`src/hw/rtl/mvb_pkg.sv`:
```
package mvb_pkg;

  localparam int SAMPLE_BITS = 16;
  localparam int DEF_MAX_SAMPLES = 64;

  typedef struct packed {
    logic signed [SAMPLE_BITS-1:0] sample;
    logic                          last_sample;
  } item_t;

  typedef struct packed {
    logic signed [SAMPLE_BITS-1:0] median_value;
    logic                          overflowed;
  } result_t;

  typedef struct packed {
    logic load;    // sample transfer on the input channel
    logic init;    // start a pass: form guess, clear pass registers
    logic scan;    // issue one store read
    logic narrow;  // move one bound after a pass that did not converge
    logic finish;  // load result register, start a new set
  } mvb_cmd_t;

  typedef struct packed {
    logic scan_last;  // current read address is the last stored sample
    logic converged;  // neither side of the guess holds more than half
    logic out_free;   // result register can take a new result
  } mvb_stat_t;

endpackage

```
`src/hw/rtl/median_value_bisection.sv`:
```
// Loading: one sample transfer per cycle; the set ends at the sample marked last.
// Search: passes of pass setup, store reads (one per stored sample), read drain
// and evaluation; passes repeat until the bounds converge.
// Result: registered after the final pass, held in an output register; the next
// set is taken while it waits. Throughput is set by the single store read port.
// Reset (rst, synchronous): empty set, no result pending, ready for samples.
module median_value_bisection
  import mvb_pkg::*;
#(
  parameter int MAX_SAMPLES = DEF_MAX_SAMPLES
) (
  input  logic    clk,
  input  logic    rst,
  input  logic    item_valid,
  output logic    item_ready,
  input  item_t   item,
  output logic    result_valid,
  input  logic    result_ready,
  output result_t result
);

  mvb_cmd_t  cmd;
  mvb_stat_t stat;

  mvb_ctrl u_ctrl (
    .clk         (clk),
    .rst         (rst),
    .item_valid  (item_valid),
    .last_sample (item.last_sample),
    .stat        (stat),
    .item_ready  (item_ready),
    .cmd         (cmd)
  );

  mvb_dp #(
    .MAX_SAMPLES (MAX_SAMPLES)
  ) u_dp (
    .clk          (clk),
    .rst          (rst),
    .item         (item),
    .cmd          (cmd),
    .result_ready (result_ready),
    .stat         (stat),
    .result_valid (result_valid),
    .result       (result)
  );

endmodule

```
`src/hw/rtl/mvb_ctrl.sv`:
```
module mvb_ctrl
  import mvb_pkg::*;
(
  input  logic      clk,
  input  logic      rst,
  input  logic      item_valid,
  input  logic      last_sample,
  input  mvb_stat_t stat,
  output logic      item_ready,
  output mvb_cmd_t  cmd
);

  localparam logic [2:0] S_LOAD   = 3'd0;
  localparam logic [2:0] S_INIT   = 3'd1;
  localparam logic [2:0] S_SCAN   = 3'd2;
  localparam logic [2:0] S_DRAIN  = 3'd3;
  localparam logic [2:0] S_EVAL   = 3'd4;
  localparam logic [2:0] S_FINISH = 3'd5;

  logic [2:0] state;
  logic [2:0] state_next;

  always_ff @(posedge clk) begin
    if (rst) begin
      state <= S_LOAD;
    end else begin
      state <= state_next;
    end
  end

  assign item_ready = (state == S_LOAD);

  always_comb begin
    state_next = state;
    cmd        = '0;
    unique case (state)
      S_LOAD: begin
        if (item_valid) begin
          cmd.load = 1'b1;
          if (last_sample) begin
            state_next = S_INIT;
          end
        end
      end
      S_INIT: begin
        cmd.init   = 1'b1;
        state_next = S_SCAN;
      end
      S_SCAN: begin
        cmd.scan = 1'b1;
        if (stat.scan_last) begin
          state_next = S_DRAIN;
        end
      end
      S_DRAIN: begin
        state_next = S_EVAL;
      end
      S_EVAL: begin
        if (stat.converged) begin
          state_next = S_FINISH;
        end else begin
          cmd.narrow = 1'b1;
          state_next = S_INIT;
        end
      end
      S_FINISH: begin
        if (stat.out_free) begin
          cmd.finish = 1'b1;
          state_next = S_LOAD;
        end
      end
      default: begin
        state_next = S_LOAD;
      end
    endcase
  end

endmodule

```
`src/hw/rtl/mvb_dp.sv`:
```
module mvb_dp
  import mvb_pkg::*;
#(
  parameter int MAX_SAMPLES = DEF_MAX_SAMPLES
) (
  input  logic      clk,
  input  logic      rst,
  input  item_t     item,
  input  mvb_cmd_t  cmd,
  input  logic      result_ready,
  output mvb_stat_t stat,
  output logic      result_valid,
  output result_t   result
);

  localparam int AW = (MAX_SAMPLES > 1) ? $clog2(MAX_SAMPLES) : 1;
  localparam int CW = $clog2(MAX_SAMPLES + 1);
  localparam logic [CW-1:0] FULL = CW'(MAX_SAMPLES);

  logic signed [SAMPLE_BITS-1:0] mem [MAX_SAMPLES];
  logic signed [SAMPLE_BITS-1:0] rd_data;
  logic                          rd_valid;
  logic [AW-1:0]                 addr;

  logic [CW-1:0]                 count;
  logic                          drop;
  logic signed [SAMPLE_BITS-1:0] lower_bound;
  logic signed [SAMPLE_BITS-1:0] upper_bound;
  logic signed [SAMPLE_BITS-1:0] guess;
  logic [CW-1:0]                 below_count;
  logic [CW-1:0]                 above_count;
  logic [CW-1:0]                 equal_count;
  logic signed [SAMPLE_BITS-1:0] largest_below;
  logic signed [SAMPLE_BITS-1:0] smallest_above;

  logic                          full;
  logic [CW-1:0]                 last_addr;
  logic [CW:0]                   count_inc;
  logic [CW-1:0]                 half;
  logic [CW:0]                   below_equal;
  logic signed [SAMPLE_BITS:0]   bound_sum;
  logic signed [SAMPLE_BITS-1:0] median;

  assign full        = (count == FULL);
  assign last_addr   = count - CW'(1);
  assign count_inc   = {1'b0, count} + (CW+1)'(1);
  assign half        = CW'(count_inc >> 1);
  assign below_equal = {1'b0, below_count} + {1'b0, equal_count};
  assign bound_sum   = {lower_bound[SAMPLE_BITS-1], lower_bound}
                     + {upper_bound[SAMPLE_BITS-1], upper_bound};

  always_comb begin
    if (below_count >= half) begin
      median = largest_below;
    end else if (below_equal >= {1'b0, half}) begin
      median = guess;
    end else begin
      median = smallest_above;
    end
  end

  assign stat.scan_last = (addr == last_addr[AW-1:0]);
  assign stat.converged = (below_count <= half) && (above_count <= half);
  assign stat.out_free  = !result_valid || result_ready;

  // sample store
  always_ff @(posedge clk) begin
    if (cmd.load && !full) begin
      mem[count[AW-1:0]] <= item.sample;
    end
    rd_data <= mem[addr];
  end

  always_ff @(posedge clk) begin
    if (rst) begin
      count        <= '0;
      drop         <= 1'b0;
      rd_valid     <= 1'b0;
      result_valid <= 1'b0;
    end else begin
      rd_valid <= cmd.scan;
      if (cmd.finish) begin
        count <= '0;
        drop  <= 1'b0;
      end else if (cmd.load) begin
        if (full) begin
          drop <= 1'b1;
        end else begin
          count <= count + CW'(1);
        end
      end
      if (cmd.finish) begin
        result_valid <= 1'b1;
      end else if (result_ready) begin
        result_valid <= 1'b0;
      end
    end
  end

  always_ff @(posedge clk) begin
    if (cmd.load && !full) begin
      if (count == '0) begin
        lower_bound <= item.sample;
        upper_bound <= item.sample;
      end else begin
        if (item.sample < lower_bound) lower_bound <= item.sample;
        if (item.sample > upper_bound) upper_bound <= item.sample;
      end
    end else if (cmd.narrow) begin
      if (below_count > above_count) begin
        upper_bound <= largest_below;
      end else begin
        lower_bound <= smallest_above;
      end
    end

    if (cmd.init) begin
      guess          <= bound_sum[SAMPLE_BITS:1];
      below_count    <= '0;
      above_count    <= '0;
      equal_count    <= '0;
      largest_below  <= lower_bound;
      smallest_above <= upper_bound;
      addr           <= '0;
    end else begin
      if (cmd.scan) begin
        addr <= addr + AW'(1);
      end
      if (rd_valid) begin
        if (rd_data < guess) begin
          below_count <= below_count + CW'(1);
          if (rd_data > largest_below) largest_below <= rd_data;
        end else if (rd_data > guess) begin
          above_count <= above_count + CW'(1);
          if (rd_data < smallest_above) smallest_above <= rd_data;
        end else begin
          equal_count <= equal_count + CW'(1);
        end
      end
    end

    if (cmd.finish) begin
      result.median_value <= median;
      result.overflowed   <= drop;
    end
  end

endmodule

```
`config.mk`:
```
export PLATFORM = sky130hd
export DESIGN_NAME = median_value_bisection
export DESIGN_NICKNAME = d
export VERILOG_FILES = /design/src/hw/rtl/mvb_pkg.sv /design/src/hw/rtl/median_value_bisection.sv /design/src/hw/rtl/mvb_ctrl.sv /design/src/hw/rtl/mvb_dp.sv
export SDC_FILE = /design/constraint.sdc
export NUM_CORES = 2
export LEC_CHECK = 0
export BUFFER_PORTS_ARGS = -buffer_cell sky130_fd_sc_hd__buf_2
export CORE_UTILIZATION = 45
export CTS_BUF_LIST = sky130_fd_sc_hd__clkbuf_16
export DETAILED_ROUTE_END_ITERATION = 8
export PLACE_DENSITY = 0.7
export SETUP_SLACK_MARGIN = 0.05
export SYNTH_ARGS = -nofsm -noshare
export SYNTH_HDL_FRONTEND = slang
export SYNTH_SLANG_ARGS = --single-unit
```
`constraint.sdc`:
```
create_clock -name clk -period 3.9 [get_ports clk]
set_input_delay 0.195 -clock clk [delete_from_list [all_inputs] [get_ports clk]]
set_output_delay 0.195 -clock clk [all_outputs]
set_load 0.01 [all_outputs]
```
==> impl_metrics.toml <==
[status]
status = "completed"

[detailed_routing]
drc = 0
drt_iter0_drc = 2748
wl_per_cell_um = 26.8
dr.pass1.iters = 6
num_vias = 25700
viasPerCell = 5.97
postRouteAntennaNets = 0
wirelength_mm = 115

[yosys]
yosysWarnings = 0
synth_top_family_by_area = "multiplexers"
synth-simple-area-share_pct = 3.64
synth_xor_area_share_pct = 0.662
synth-edff-count = 1121
ys_types = 66
ys_seq_area_share_pct = 71.0
syn_area_um2 = 49000
ys_ff_latch = 1177
synth-main-ff-cell = "edfxtp_1"
syn-mean-instance-area_um2 = 18.7
ys_async_sr_fraction_pct = 0
synth_compound_area_share_pct = 4.14
synth_adder_area_share_pct = 3.51
syn_inst = 2625
synth.area.mux_share_pct = 15.0
syn_nets = 2782

[clocking]
clock-sinks = 1177
htreeDepth = 3
clk_path_buf_depth = 3
cts_resized = 0
path_clk_slew_ns = 0.07
root_buffer = "clkbuf_16"
numCtsBuffers = 115
clock_latency_ns = 0.73
cts_tree = "built"

[cells_and_area]
antenna_cells = 0
area_delta_synth_final_pct = 13.1
final_cell_count_no_fill = 4295
final_layout_size_suffix_gt1_share_pct = 23.0
nets = 2952

[place]
placed_cells = 4063
dpl.hpwl_mm = 73.3
numPortBuffers = 39
gp_congestion = 0.936

[worst_hold_path]
holdCritPathClass = "input port to flip-flop"
holdPathStages = 1
min_to = "u_dp.mem[32][1]$_DFFE_PP_"
holdCritStartpoint = "item[2]"

[sta]
finalSetupViolCount = 0
fmax_mhz = 298
period_needed_ns = 3.35
fin_crit_sh_pct = 86.0
hold_ws_ns = 0.0584
setup_tns_ns = 0
rsz0062_at_grt = "false"
tightest_slew_ns = 1.09
finClkSkew_ns = 0.0724
slew_viol_final = 0
hold_violations = 0
slew_headroom_pct = 27.0

[grt]
grt_max_degree = 83
antenna_found_initial = 3
grt_pass1_vias = 26100
grt_remaining_overflow = 0
grt_pass1_wl_mm = 171
grtUsageTotal_pct = 21.0

[worst_setup_path]
cpPeakStageDelay_ns = 0.56
rrSetupSlack_ns = 0.55
reg2reg_depth = 12
critPathRequiredTime_ns = 4.43
r2r-start = "u_dp.equal_count[0]$_SDFFE_PP0P_"
path_delay_family = "compound AO/OA/AOI/OAI gates"
crit_type = "flip-flop to flip-flop"
path_max_fanout = 16
start_kind = "flip-flop"
crit_path_top_delay_cell = "o211a_1"
rr_endpoint = "u_dp.result[9]$_DFFE_PP_"
crit_path_cell_trace = "ha_1 > fa_1 > a21o_1 > a21oi_1 > o21bai_1 > a21oi_1 > xnor2_1 > ha_1 > a211oi_1 > o211a_1 > nand3_1 > a31oi_1"
worstPathArrival_ns = 3.88
critPathCaptureType = "flip-flop"
crit_buf_inv = 0

[power_and_ir_drop]
power_leakage_nw = 18.3
ir_drop_mv = 0.448
power_density_nw_per_um2 = 644

[die]
rows = 120
dieWidth_um = 332
io_pins = 40
design.core.area_um2 = 108000
die_y_um = 332
design.die.area_um2 = 110000
start_util_pct = 45.5

[flow_run]
maxCapViolCount = 0
[how the worst max path moves through the flow]
stage	slack (ns)	start	end	depth (start not counted)
2_1_floorplan	0.10	u_dp.count[4]$_SDFFE_PP0P_	u_dp.upper_bound[0]$_DFFE_PP_	9
3_3_place_gp	0.32	u_dp.equal_count[0]$_SDFFE_PP0P_	u_dp.result[10]$_DFFE_PP_	12
3_5_place_dp	0.32	u_dp.equal_count[0]$_SDFFE_PP0P_	u_dp.result[11]$_DFFE_PP_	12
4_1_cts	0.31	u_dp.equal_count[0]$_SDFFE_PP0P_	u_dp.result[11]$_DFFE_PP_	12
5_1_grt	0.23	u_dp.equal_count[0]$_SDFFE_PP0P_	u_dp.result[9]$_DFFE_PP_	12
6_report	0.55	u_dp.equal_count[0]$_SDFFE_PP0P_	u_dp.result[9]$_DFFE_PP_	12
[routing by layer]
| metal | share of wire, % | global-route usage (%) | vias to the layer above | wire [um] |
|---|---|---|---|---|
| met5 | 0 | 0 | - | 0 |
| met2 | 48 | 33.6 | 1038 | 54900 |
| met1 | 42 | 29.2 | 13400 | 48300 |
| li1 | - | - | 11000 | - |
| met4 | 3.4 | 7.31 | 0 | 3870 |
| met3 | 7.0 | 3.63 | 219 | 8030 |
[layout make-up]
class / count / area [um^2]
clock buffer: 115 / 2880
multi-input combinational: 1215 / 13200
timing repair buffer: 176 / 1370
clock inverter: 99 / 951
inverter: 110 / 413
tap: 1403 / 1760
sequential: 1177 / 34800
fill: 8438 / 52100
[metrics by stage]
step | utilization, % | worst slack [ns] | total power [W] | instance area, um^2
detailed placement | 47.8 | 0.318 | 0.0248 | 51400
CTS | 51.5 | 0.307 | 0.0359 | 55400
floorplan | - | 0.104 | 0.0218 | 49000
global route | 51.5 | 0.233 | 0.0371 | 55400
finish | 51.5 | 0.547 | 0.0357 | 55400
global placement | 47.8 | 0.318 | 0.0245 | 51400
[power by group]
group | leakage [nW] | total (W) | internal, W | switching (W)
Clock | 1.94 | 0.0111 | 0.00628 | 0.00484
Sequential | 10.6 | 0.0153 | 0.0147 | 0.000599
Combinational | 5.76 | 0.00925 | 0.00410 | 0.00516
Total | 18.3 | 0.0357 | 0.0251 | 0.0106
[layout by cell type, fill, tap and decap left out, types with 9 or more instances in the layout]
cell type	synthesis	routed
edfxtp_1	1121	1121
mux4_2	320	320
inv_1	108	134
ha_1	134	134
nor2_1	123	122
nand2_1	120	120
clkbuf_16	0	115
o21ai_0	112	112
buf_4	11	112
dfxtp_1	56	52
a21oi_1	49	49
nand3_1	40	40
buf_2	24	39
a22oi_1	34	34
nand4_1	29	29
a21o_1	26	26
xnor2_1	24	24
a31oi_1	24	24
clkinv_1	2	20
nor2b_1	19	18
dlygate4sd3_1	0	17
clkinv_2	0	16
mux2i_1	14	14
xor2_1	13	13
bufinv_16	0	13
nor3_1	10	10
nor4_1	10	10
or3_1	10	10
nand2b_1	9	9
clkinvlp_4	0	9
[cell families (layout without fill, tap and decap cells)]
kind of cell	Yosys count	after routing
compound gates	319	319
xor+xnor	37	37
fa+ha+maj	136	136
buf+inv	233	500
flops	1177	1177
mux	335	335
simple gates	388	388
[flip-flops by register name, indices dropped and copies added (netlist names), 16 cells and up]
name,count
u_dp.guess,16
u_dp.largest_below,16
u_dp.lower_bound,16
u_dp.mem,1024
u_dp.rd_data,16
u_dp.result,17
u_dp.smallest_above,16
u_dp.upper_bound,16
[Yosys cell counts, drive strengths merged, types with 6 or more instances]
| master | n | area share [%] |
|---|---|---|
| o21a | 8 | 0.12 |
| o31ai | 6 | 0.092 |
| o21ai | 112 | 1.1 |
| edfxtp | 1121 | 69 |
| a22oi | 34 | 0.52 |
| a21oi | 50 | 0.52 |
| clkbuf | 64 | 0.49 |
| nor4 | 11 | 0.15 |
| or3 | 10 | 0.13 |
| mux4 | 320 | 15 |
| xor2 | 13 | 0.23 |
| mux2i | 14 | 0.29 |
| nor3 | 10 | 0.10 |
| nor2 | 123 | 0.94 |
| a211oi | 8 | 0.12 |
| nor2b | 19 | 0.24 |
| a21o | 26 | 0.40 |
| a31oi | 24 | 0.31 |
| nand3 | 40 | 0.41 |
| xnor2 | 24 | 0.43 |
| ha | 134 | 3.4 |
| buf | 59 | 0.66 |
| inv | 108 | 0.83 |
| nand2 | 120 | 0.92 |
| o211ai | 8 | 0.12 |
| dfxtp | 56 | 2.3 |
| nand2b | 9 | 0.11 |
| nand4 | 29 | 0.37 |
[repair_timing]
| item | CTS | global route |
|---|---|---|
| setup endpoints to repair | 0 | 16 |
| hold buffers | 17 | 0 |
| endpoints found under the hold margin | 167 | 0 |
| setup buffers | 0 | 1 |
(Power assumes the default switching activity.)
